===== src/rtl/eec_pkg.sv =====
// ----------------------------------------------------------------------------
// eec_pkg
// Shared types and constants for the eight-bit CPU execute stage.
// ----------------------------------------------------------------------------
`default_nettype none

package eec_pkg;

  localparam int unsigned DataW  = 8;
  localparam int unsigned AddrW  = 6;
  localparam int unsigned Depth  = 64;
  localparam int unsigned PcW    = 16;
  localparam int unsigned StatW  = 5;

  typedef enum logic [3:0] {
    OpAdd  = 4'd0,
    OpSub  = 4'd1,
    OpMul  = 4'd2,
    OpMovi = 4'd3,
    OpBeqz = 4'd4,
    OpAndi = 4'd5,
    OpEor  = 4'd6,
    OpBr   = 4'd7,
    OpSal  = 4'd8,
    OpSar  = 4'd9,
    OpLdr  = 4'd10,
    OpStr  = 4'd11
  } eec_op_e;

  typedef struct packed {
    logic             en;
    logic [AddrW-1:0] addr;
    logic [DataW-1:0] data;
  } eec_wr_t;

  typedef struct packed {
    logic [PcW-1:0]   next_pc;
    logic             pc_changed;
    logic             reg_written;
    logic [DataW-1:0] write_value;
    logic             mem_written;
    logic [StatW-1:0] status;
    logic             bad;
  } eec_res_t;

endpackage

`default_nettype wire


===== src/rtl/eec_ram.sv =====
// ----------------------------------------------------------------------------
// eec_ram
// Byte memory with one write port and one registered read port, per-entry
// valid bits so unwritten entries read as zero, and write-to-read forwarding.
// ----------------------------------------------------------------------------
`default_nettype none

module eec_ram (
  input  wire                           clk_i,
  input  wire                           rst_ni,
  input  wire                           rd_en_i,
  input  wire  [eec_pkg::AddrW-1:0]     rd_addr_i,
  input  wire  eec_pkg::eec_wr_t        wr_i,
  output logic [eec_pkg::DataW-1:0]     rd_data_o
);

  logic [eec_pkg::DataW-1:0] mem [eec_pkg::Depth];
  logic [eec_pkg::Depth-1:0] vld_q;
  logic [eec_pkg::DataW-1:0] data_q;
  logic [eec_pkg::DataW-1:0] fwd_q;
  logic                      hit_q;
  logic                      ent_vld_q;

  always_ff @(posedge clk_i) begin
    if (wr_i.en) begin
      mem[wr_i.addr] <= wr_i.data;
    end
    if (rd_en_i) begin
      data_q <= mem[rd_addr_i];
      fwd_q  <= wr_i.data;
    end
  end

  always_ff @(posedge clk_i or negedge rst_ni) begin
    if (!rst_ni) begin
      vld_q     <= '0;
      hit_q     <= 1'b0;
      ent_vld_q <= 1'b0;
    end else begin
      if (wr_i.en) begin
        vld_q[wr_i.addr] <= 1'b1;
      end
      if (rd_en_i) begin
        // A write landing on the same edge is not yet in the array.
        hit_q     <= wr_i.en && (wr_i.addr == rd_addr_i);
        ent_vld_q <= vld_q[rd_addr_i];
      end
    end
  end

  assign rd_data_o = hit_q ? fwd_q : (ent_vld_q ? data_q : '0);

endmodule

`default_nettype wire


===== src/rtl/eec_alu.sv =====
// ----------------------------------------------------------------------------
// eec_alu
// Instruction decode, ALU and branch target logic for one instruction.
// ----------------------------------------------------------------------------
`default_nettype none

module eec_alu (
  input  wire  eec_pkg::eec_op_e           op_i,
  input  wire  [eec_pkg::AddrW-1:0]        imm_i,
  input  wire  [eec_pkg::PcW-1:0]          pc_i,
  input  wire  [eec_pkg::DataW-1:0]        a_i,
  input  wire  [eec_pkg::DataW-1:0]        b_i,
  input  wire  [eec_pkg::DataW-1:0]        ld_i,
  input  wire  [eec_pkg::StatW-1:0]        status_i,
  output eec_pkg::eec_res_t                res_o
);

  logic [eec_pkg::DataW:0]     sum;
  logic [eec_pkg::DataW-1:0]   diff;
  logic [eec_pkg::DataW-1:0]   prod;
  logic [eec_pkg::DataW-1:0]   sal;
  logic [eec_pkg::DataW-1:0]   sar;
  logic [2:0]                  sar_sh;
  logic                        add_v;
  logic                        sub_v;

  assign sum    = {1'b0, a_i} + {1'b0, b_i};
  assign diff   = a_i - b_i;
  assign prod   = a_i * b_i;
  assign sal    = (imm_i[5:3] != 3'd0) ? '0 : (a_i << imm_i[2:0]);
  assign sar_sh = (imm_i[5:3] != 3'd0) ? 3'd7 : imm_i[2:0];
  assign sar    = $unsigned($signed(a_i) >>> sar_sh);
  assign add_v  = (a_i[7] == b_i[7]) && (sum[7] != a_i[7]);
  assign sub_v  = (a_i[7] != b_i[7]) && (diff[7] != a_i[7]);

  always_comb begin
    res_o         = '0;
    res_o.next_pc = pc_i;
    res_o.status  = status_i;
    unique case (op_i)
      eec_pkg::OpAdd: begin
        res_o.reg_written = 1'b1;
        res_o.write_value = sum[7:0];
        res_o.status      = {sum[8], add_v, sum[7], sum[7] ^ add_v, sum[7:0] == '0};
      end
      eec_pkg::OpSub: begin
        res_o.reg_written = 1'b1;
        res_o.write_value = diff;
        res_o.status      = {1'b0, sub_v, diff[7], diff[7] ^ sub_v, diff == '0};
      end
      eec_pkg::OpMul: begin
        res_o.reg_written = 1'b1;
        res_o.write_value = prod[7:0];
        res_o.status      = {2'b00, prod[7], 1'b0, prod[7:0] == '0};
      end
      eec_pkg::OpMovi: begin
        res_o.reg_written = 1'b1;
        res_o.write_value = {2'b00, imm_i};
      end
      eec_pkg::OpBeqz: begin
        if (a_i == '0) begin
          res_o.pc_changed = 1'b1;
          res_o.next_pc    = pc_i + {10'd0, imm_i};
        end
      end
      eec_pkg::OpAndi: begin
        res_o.reg_written = 1'b1;
        res_o.write_value = a_i & {2'b00, imm_i};
        res_o.status      = {2'b00, 1'b0, 1'b0, (a_i & {2'b00, imm_i}) == '0};
      end
      eec_pkg::OpEor: begin
        res_o.reg_written = 1'b1;
        res_o.write_value = a_i ^ b_i;
        res_o.status      = {2'b00, a_i[7] ^ b_i[7], 1'b0, a_i == b_i};
      end
      eec_pkg::OpBr: begin
        res_o.pc_changed = 1'b1;
        res_o.next_pc    = {a_i, b_i};
      end
      eec_pkg::OpSal: begin
        res_o.reg_written = 1'b1;
        res_o.write_value = sal;
        res_o.status      = {2'b00, sal[7], 1'b0, sal == '0};
      end
      eec_pkg::OpSar: begin
        res_o.reg_written = 1'b1;
        res_o.write_value = sar;
        res_o.status      = {2'b00, sar[7], 1'b0, sar == '0};
      end
      eec_pkg::OpLdr: begin
        res_o.reg_written = 1'b1;
        res_o.write_value = ld_i;
      end
      eec_pkg::OpStr: begin
        res_o.mem_written = 1'b1;
      end
      default: begin
        res_o.bad = 1'b1;
      end
    endcase
  end

endmodule

`default_nettype wire


===== src/rtl/eight_bit_cpu_execute_stage.sv =====
// ----------------------------------------------------------------------------
// eight_bit_cpu_execute_stage
// Execute stage of an eight-bit Harvard CPU with register file, data memory
// and status register.
// ----------------------------------------------------------------------------
//
//   Channel | Handshake                 | Payload
//   --------+---------------------------+--------------------------------------
//   in      | in_valid_i / in_ready_o   | instr_word_i, fetch_pc_i
//   out     | out_valid_o / out_ready_i | next_pc_o, pc_changed_o,
//           |                           | reg_written_o, write_value_o,
//           |                           | mem_written_o, status_bits_o,
//           |                           | bad_opcode_o
//
// One instruction is accepted per cycle unless a stalled output register
// holds the stage. The accept edge issues the reads of both register file
// banks and of the data memory; the edge on which the instruction leaves the
// execute stage executes it, writes back and loads the output register, which
// presents the result beat. The registered memory read is why the instruction
// waits in the execute stage. Reset clears per-entry valid bits at once, so
// no clearing pass is needed. A stalled output register holds the execute stage, which holds the input.
// ----------------------------------------------------------------------------
`default_nettype none

module eight_bit_cpu_execute_stage (
  input  wire                              clk_i,
  input  wire                              rst_ni,
  input  wire                              in_valid_i,
  output logic                             in_ready_o,
  input  wire  [15:0]                      instr_word_i,
  input  wire  [eec_pkg::PcW-1:0]          fetch_pc_i,
  output logic                             out_valid_o,
  input  wire                              out_ready_i,
  output logic [eec_pkg::PcW-1:0]          next_pc_o,
  output logic                             pc_changed_o,
  output logic                             reg_written_o,
  output logic signed [eec_pkg::DataW-1:0] write_value_o,
  output logic                             mem_written_o,
  output logic [eec_pkg::StatW-1:0]        status_bits_o,
  output logic                             bad_opcode_o
);

  // Execute stage registers. The instruction waits here while its operands
  // come out of the memories.
  logic                        s1_vld_q;
  eec_pkg::eec_op_e            s1_op_q;
  logic [eec_pkg::AddrW-1:0]   s1_rs_q;
  logic [eec_pkg::AddrW-1:0]   s1_imm_q;
  logic [eec_pkg::PcW-1:0]     s1_pc_q;

  logic [eec_pkg::StatW-1:0]   status_q;
  logic                        out_vld_q;
  eec_pkg::eec_res_t           out_q;

  logic                        in_acc;
  logic                        s1_adv;
  logic                        s1_fire;
  logic [eec_pkg::DataW-1:0]   op_a;
  logic [eec_pkg::DataW-1:0]   op_b;
  logic [eec_pkg::DataW-1:0]   ld_data;
  eec_pkg::eec_res_t           res;
  eec_pkg::eec_wr_t            rf_wr;
  eec_pkg::eec_wr_t            dm_wr;

  // The execute stage moves on whenever the output register is free or
  // drained in this cycle; a new beat enters whenever the stage moves on.
  assign s1_adv     = !out_vld_q || out_ready_i;
  assign s1_fire    = s1_vld_q && s1_adv;
  assign in_ready_o = !s1_vld_q || s1_adv;
  assign in_acc     = in_valid_i && in_ready_o;

  // Write-back happens at the edge the instruction leaves the execute stage.
  // The memories forward that write to a read issued on the same edge.
  assign rf_wr.en   = s1_fire && res.reg_written;
  assign rf_wr.addr = s1_rs_q;
  assign rf_wr.data = res.write_value;

  assign dm_wr.en   = s1_fire && res.mem_written;
  assign dm_wr.addr = s1_imm_q;
  assign dm_wr.data = op_a;

  // The register file is two banks written alike, one per read operand.
  eec_ram u_rf_a (
    .clk_i     (clk_i),
    .rst_ni    (rst_ni),
    .rd_en_i   (in_acc),
    .rd_addr_i (instr_word_i[11:6]),
    .wr_i      (rf_wr),
    .rd_data_o (op_a)
  );

  eec_ram u_rf_b (
    .clk_i     (clk_i),
    .rst_ni    (rst_ni),
    .rd_en_i   (in_acc),
    .rd_addr_i (instr_word_i[5:0]),
    .wr_i      (rf_wr),
    .rd_data_o (op_b)
  );

  // Only the 64 entries an immediate can reach are ever addressed.
  eec_ram u_dmem (
    .clk_i     (clk_i),
    .rst_ni    (rst_ni),
    .rd_en_i   (in_acc),
    .rd_addr_i (instr_word_i[5:0]),
    .wr_i      (dm_wr),
    .rd_data_o (ld_data)
  );

  eec_alu u_alu (
    .op_i     (s1_op_q),
    .imm_i    (s1_imm_q),
    .pc_i     (s1_pc_q),
    .a_i      (op_a),
    .b_i      (op_b),
    .ld_i     (ld_data),
    .status_i (status_q),
    .res_o    (res)
  );

  always_ff @(posedge clk_i) begin
    if (in_acc) begin
      s1_op_q  <= eec_pkg::eec_op_e'(instr_word_i[15:12]);
      s1_rs_q  <= instr_word_i[11:6];
      s1_imm_q <= instr_word_i[5:0];
      s1_pc_q  <= fetch_pc_i;
    end
    if (s1_fire) begin
      out_q <= res;
    end
  end

  always_ff @(posedge clk_i or negedge rst_ni) begin
    if (!rst_ni) begin
      s1_vld_q  <= 1'b0;
      out_vld_q <= 1'b0;
      status_q  <= '0;
    end else begin
      if (in_ready_o) begin
        s1_vld_q <= in_valid_i;
      end
      if (s1_adv) begin
        out_vld_q <= s1_vld_q;
      end
      if (s1_fire) begin
        status_q <= res.status;
      end
    end
  end

  assign out_valid_o   = out_vld_q;
  assign next_pc_o     = out_q.next_pc;
  assign pc_changed_o  = out_q.pc_changed;
  assign reg_written_o = out_q.reg_written;
  assign write_value_o = $signed(out_q.write_value);
  assign mem_written_o = out_q.mem_written;
  assign status_bits_o = out_q.status;
  assign bad_opcode_o  = out_q.bad;

`ifndef ASSERT_OFF
  a_ready_only_on_stall : assert property (@(posedge clk_i) disable iff (!rst_ni)
    !in_ready_o |-> (s1_vld_q && out_vld_q && !out_ready_i))
    else $error("input stalled without a full, blocked pipeline");

  a_fire_fills_output : assert property (@(posedge clk_i) disable iff (!rst_ni)
    s1_fire |=> out_vld_q)
    else $error("executed instruction did not reach the output register");

  a_status_held : assert property (@(posedge clk_i) disable iff (!rst_ni)
    !s1_fire |=> $stable(status_q))
    else $error("status register changed without an executed instruction");

  a_bad_no_effect : assert property (@(posedge clk_i) disable iff (!rst_ni)
    (out_valid_o && bad_opcode_o) |->
      (!reg_written_o && !mem_written_o && !pc_changed_o))
    else $error("unused opcode caused a side effect");

  a_wb_single_target : assert property (@(posedge clk_i) disable iff (!rst_ni)
    !(rf_wr.en && dm_wr.en))
    else $error("register file and data memory written together");
`endif

endmodule

`default_nettype wire


===== config.mk =====
export PLATFORM = sky130hd
export DESIGN_NAME = eight_bit_cpu_execute_stage
export DESIGN_NICKNAME = d
export VERILOG_FILES = /design/src/rtl/eec_pkg.sv /design/src/rtl/eec_ram.sv /design/src/rtl/eec_alu.sv /design/src/rtl/eight_bit_cpu_execute_stage.sv
export SDC_FILE = /design/constraint.sdc
export NUM_CORES = 2
export LEC_CHECK = 0
export ABC_AREA = 1
export BUFFER_PORTS_ARGS = -buffer_cell sky130_fd_sc_hd__buf_2
export CAP_MARGIN = 10
export CORE_MARGIN = 2
export CORE_UTILIZATION = 50
export CTS_BUF_LIST = sky130_fd_sc_hd__clkbuf_2 sky130_fd_sc_hd__clkbuf_4 sky130_fd_sc_hd__clkbuf_8
export CTS_CLUSTER_SIZE = 20
export DETAILED_ROUTE_END_ITERATION = 7
export PLACE_DENSITY = 0.65
export SETUP_SLACK_MARGIN = 0.15
export SLEW_MARGIN = 20
export SYNTH_ARGS = -nofsm -noshare
export SYNTH_HDL_FRONTEND = slang
export SYNTH_HIERARCHICAL = 1
export SYNTH_SLANG_ARGS = --single-unit

===== constraint.sdc =====
create_clock -name clk_i -period 12.8 [get_ports clk_i]
set_clock_uncertainty 0.2 [all_clocks]
set_input_delay 2.56 -clock clk_i [delete_from_list [all_inputs] [get_ports clk_i]]
set_output_delay 2.56 -clock clk_i [all_outputs]
set_load 0.01 [all_outputs]

==> impl_metrics.env <==
export IMPL_status="complete, no violations"
export IMPL_hold_slack_ns=0.264
export IMPL_cap_violations=0
export IMPL_initialDrtViolationCount=6390
export IMPL_finalHoldViolCount=0
export IMPL_core_sq_um=156000
export IMPL_p_int_uw=10300
export IMPL_rows=145
export IMPL_cp_common_cell="nand2_1"
export IMPL_finalSetupViolCount=0
export IMPL_finalSetupTns_ns=0
export IMPL_dr_pass1_iters=5
export IMPL_switching_share=0.247
export IMPL_period_share=0.540
export IMPL_fin_area_sq_um=86400
export IMPL_grt_overflow_total=0
export IMPL_ys_flop_type="edfxtp_1"
export IMPL_worstSetupStartpointType="flip-flop"
export IMPL_insertion_delay_ns=1.03
export IMPL_yosys_area_top_type_share=0.631
export IMPL_globalplace_congestion=0.882
export IMPL_synthDistinctLibCells=48
export IMPL_areaGrowthSynthToFinish_pct=10.2
export IMPL_clockRootBuffer="clkbuf_8"
export IMPL_wl_mm=208
export IMPL_synth_seq_cells=1854
export IMPL_path_delay_family="adder cells"
export IMPL_drv_slew=0
export IMPL_ant_nets=0
export IMPL_synth_area_sq_um=78500
export IMPL_async_flop_share=0.111
export IMPL_synth_edf_count=1649
export IMPL_syn_avg_cell_area_sq_um=11.5
export IMPL_ys_warn_count=6
export IMPL_final_nets=6995
export IMPL_clockPowerShare=0.390
export IMPL_maxSlewHeadroom=0.224
export IMPL_yosysMostFrequentCell="edfxtp_1"
export IMPL_crit_chain="clkinv_1 > nand3_1 > nand2_4 > ha_1 > fa_1 > fa_1 > ha_1 > inv_1 > fa_1 > inv_1 > ha_1 > nand2_1 > o21ai_0 > nand3_1 > nand2_1 > nand2_1 > nand2_1 > inv_1 > nand2_1 > nand3_1 > nand4_1 > buf_4 > buf_4"
export IMPL_crit_slowest_cell="buf_4"
export IMPL_fmax_ghz=0.145
export IMPL_combPwrFrac=0.097
export IMPL_cts_buffers=316
export IMPL_p_seq_frac=0.513
export IMPL_cp_buffers_inverters=6
export IMPL_grt_max_degree=142
export IMPL_fp_dieW_um=400
export IMPL_grt_pass1_wl_mm=314
export IMPL_cts_tree="built"
export IMPL_wl_per_cell_um=22.6
export IMPL_hold_path_startpoint="u_rf_a/vld_q[5]"
export IMPL_cp_startpoint="u_rf_a/hit_q"
export IMPL_p_leak_uw=0.0320
export IMPL_worstPathArrival_ns=7.37
export IMPL_synth_top_area_cell="edfxtp_1"
export IMPL_port_buffers=70
export IMPL_grt_pass1_vias=51329
export IMPL_die_area_sq_um=160000
export IMPL_start_util=0.503
export IMPL_post_route_min_period_ns=6.91
export IMPL_hp_class="flip-flop to flip-flop"
export IMPL_criticalPathCategory="flip-flop to flip-flop"
export IMPL_cts_htree_levels=5
export IMPL_clock_sinks=1854
export IMPL_path_clk_slew_ns=0.06
export IMPL_die_h_um=400
export IMPL_layout_drive_gt1_share=0.130
export IMPL_cts_setup_buffers=0
export IMPL_switchingPower_uw=3380
export IMPL_peakVddDrop_v=0.000130
export IMPL_rr_startpoint="u_rf_a/hit_q"
export IMPL_drc_errors=0
export IMPL_crit_path_max_incr_delay_ns=0.78
export IMPL_via_count=53771
export IMPL_synth_commonest_cells="edfxtp_1, nand2_1, nor2_1, o21ai_0, nand3_1"
export IMPL_crit_fanout=91
export IMPL_track_usage=0.256
export IMPL_synth_yosys_seq_area_share=0.697
export IMPL_ys_top_cells_by_area="edfxtp_1, dfrtp_1, nand2_1, nor2_1, o21ai_0"
export IMPL_critPathCaptureType="flip-flop"
export IMPL_clockBufferDepth=4
export IMPL_cts_resized=0
export IMPL_hpwl_mm=120
export IMPL_p_per_area_nw_per_um2=158
export IMPL_tightestPinTransition_ns=1.16
export IMPL_rsz0062_at_grt="no"
export IMPL_antenna_found_initial=4
export IMPL_crit_required_ns=13.26
export IMPL_via_per_inst=5.84
export IMPL_synth_fp_nets=6920
export IMPL_ctsHoldBuffers=0
export IMPL_dpl_cell_area_sq_um=80100
export IMPL_io_pin_count=71
export IMPL_syn_inst=6831
-- final timing paths --
check	to	slack, ns	cells past startpoint
min in group asynchronous	u_rf_a/vld_q[18]	1.32	1
worst max register to register	u_rf_b/mem[12][7]	5.89	23
max in group asynchronous	u_dmem/vld_q[44]	8.94	3
worst min-delay path	u_rf_a/vld_q[5]	0.26	1
worst max-delay path	u_rf_b/mem[12][7]	5.89	23
worst min register to register	u_rf_a/vld_q[5]	0.26	1
-- layer usage --
layer / vias to the layer above / wire length [um] / track usage
met5: - / 10 / 0
met4: 2 / 6770 / 0.0936
met3: 405 / 16700 / 0.0463
met2: 2433 / 97100 / 0.401
met1: 26550 / 87600 / 0.360
li1: 24381 / - / -
-- power by group through the flow --
| stage | sequential [uW] | combinational [uW] | clock (uW) |
|---|---|---|---|
| after floorplan | 7160 | 840 | 0 |
| after global placement | 7130 | 1290 | 0 |
| after detailed placement | 7130 | 1310 | 0 |
| after CTS | 7010 | 1320 | 5420 |
| after global routing | 7020 | 1450 | 5690 |
| final | 7010 | 1320 | 5330 |
-- layout make-up --
class	instances	area, sq um
clock inverters	74	468
well taps	2058	2570
fillers	13054	69600
flip-flops and latches	1854	54600
clock buffers	482	5880
inverters	248	953
diodes	4	10.0
multi-input cells	4323	20800
repair buffers	163	1110
-- logic make-up after synthesis --
logic type	after synthesis	share of synthesized area
AOI/OAI and AO/OA	1278	0.0885
xor gates and xnor gates	30	0.00335
adders and majority gates	53	0.00998
buffers and inverters	654	0.0414
DFF	1854	0.697
and+or+nand+nor	2962	0.160
-- sequential cells by signal, indices dropped and copies added (netlist names), 5 cells and up --
signal / count
u_dmem/data_q: 8
u_rf_b/vld_q: 64
u_rf_a/vld_q: 64
u_rf_a/mem: 512
s1_pc_q: 16
status_bits_o: 5
s1_rs_q: 6
next_pc_o: 16
status_q: 5
u_rf_b/fwd_q: 8
u_rf_b/mem: 512
s1_imm_q: 6
u_rf_a/data_q: 8
u_dmem/vld_q: 64
u_rf_b/data_q: 8
write_value_o: 8
u_dmem/mem: 512
u_rf_a/fwd_q: 8
u_dmem/fwd_q: 8
-- placed cells by master (no fill, tap or decap), types with 28 or more instances in the layout --
cell and count:
clkbuf_4 121, clkbuf_8 362, o22ai_1 330, a21oi_1 134, nor2_1 858, buf_4 93, inv_1 219, o21ai_1 198
o21ai_0 571, dfrtp_1 205, or2_2 195, ha_1 37, clkinv_1 54, edfxtp_1 1649, buf_2 64, nand3_1 553
nand2_1 1247, nor3_1 28
-- worst register-to-register path: stages (launching register included) --
cell	delay [ns]
dfrtp_1	0.50
clkinv_1	0.28
nand3_1	0.21
nand2_4	0.46
ha_1	0.54
fa_1	0.41
fa_1	0.49
ha_1	0.29
inv_1	0.05
fa_1	0.52
inv_1	0.04
ha_1	0.34
nand2_1	0.06
o21ai_0	0.24
nand3_1	0.14
nand2_1	0.09
nand2_1	0.05
nand2_1	0.08
inv_1	0.04
nand2_1	0.07
nand3_1	0.10
nand4_1	0.14
buf_4	0.39
buf_4	0.81
-- per-stage QoR --
stage	setup slack, ns	cells	utilization	power, uW
after floorplan	3.32	6831	-	8000
after global placement	5.87	8646	0.513	8420
after detailed placement	5.87	8646	0.513	8440
after CTS	5.84	9202	0.554	13700
after global routing	5.24	9203	0.554	14200
final	5.89	9206	0.554	13700
Note: power is estimated with default switching activity, not from simulation.
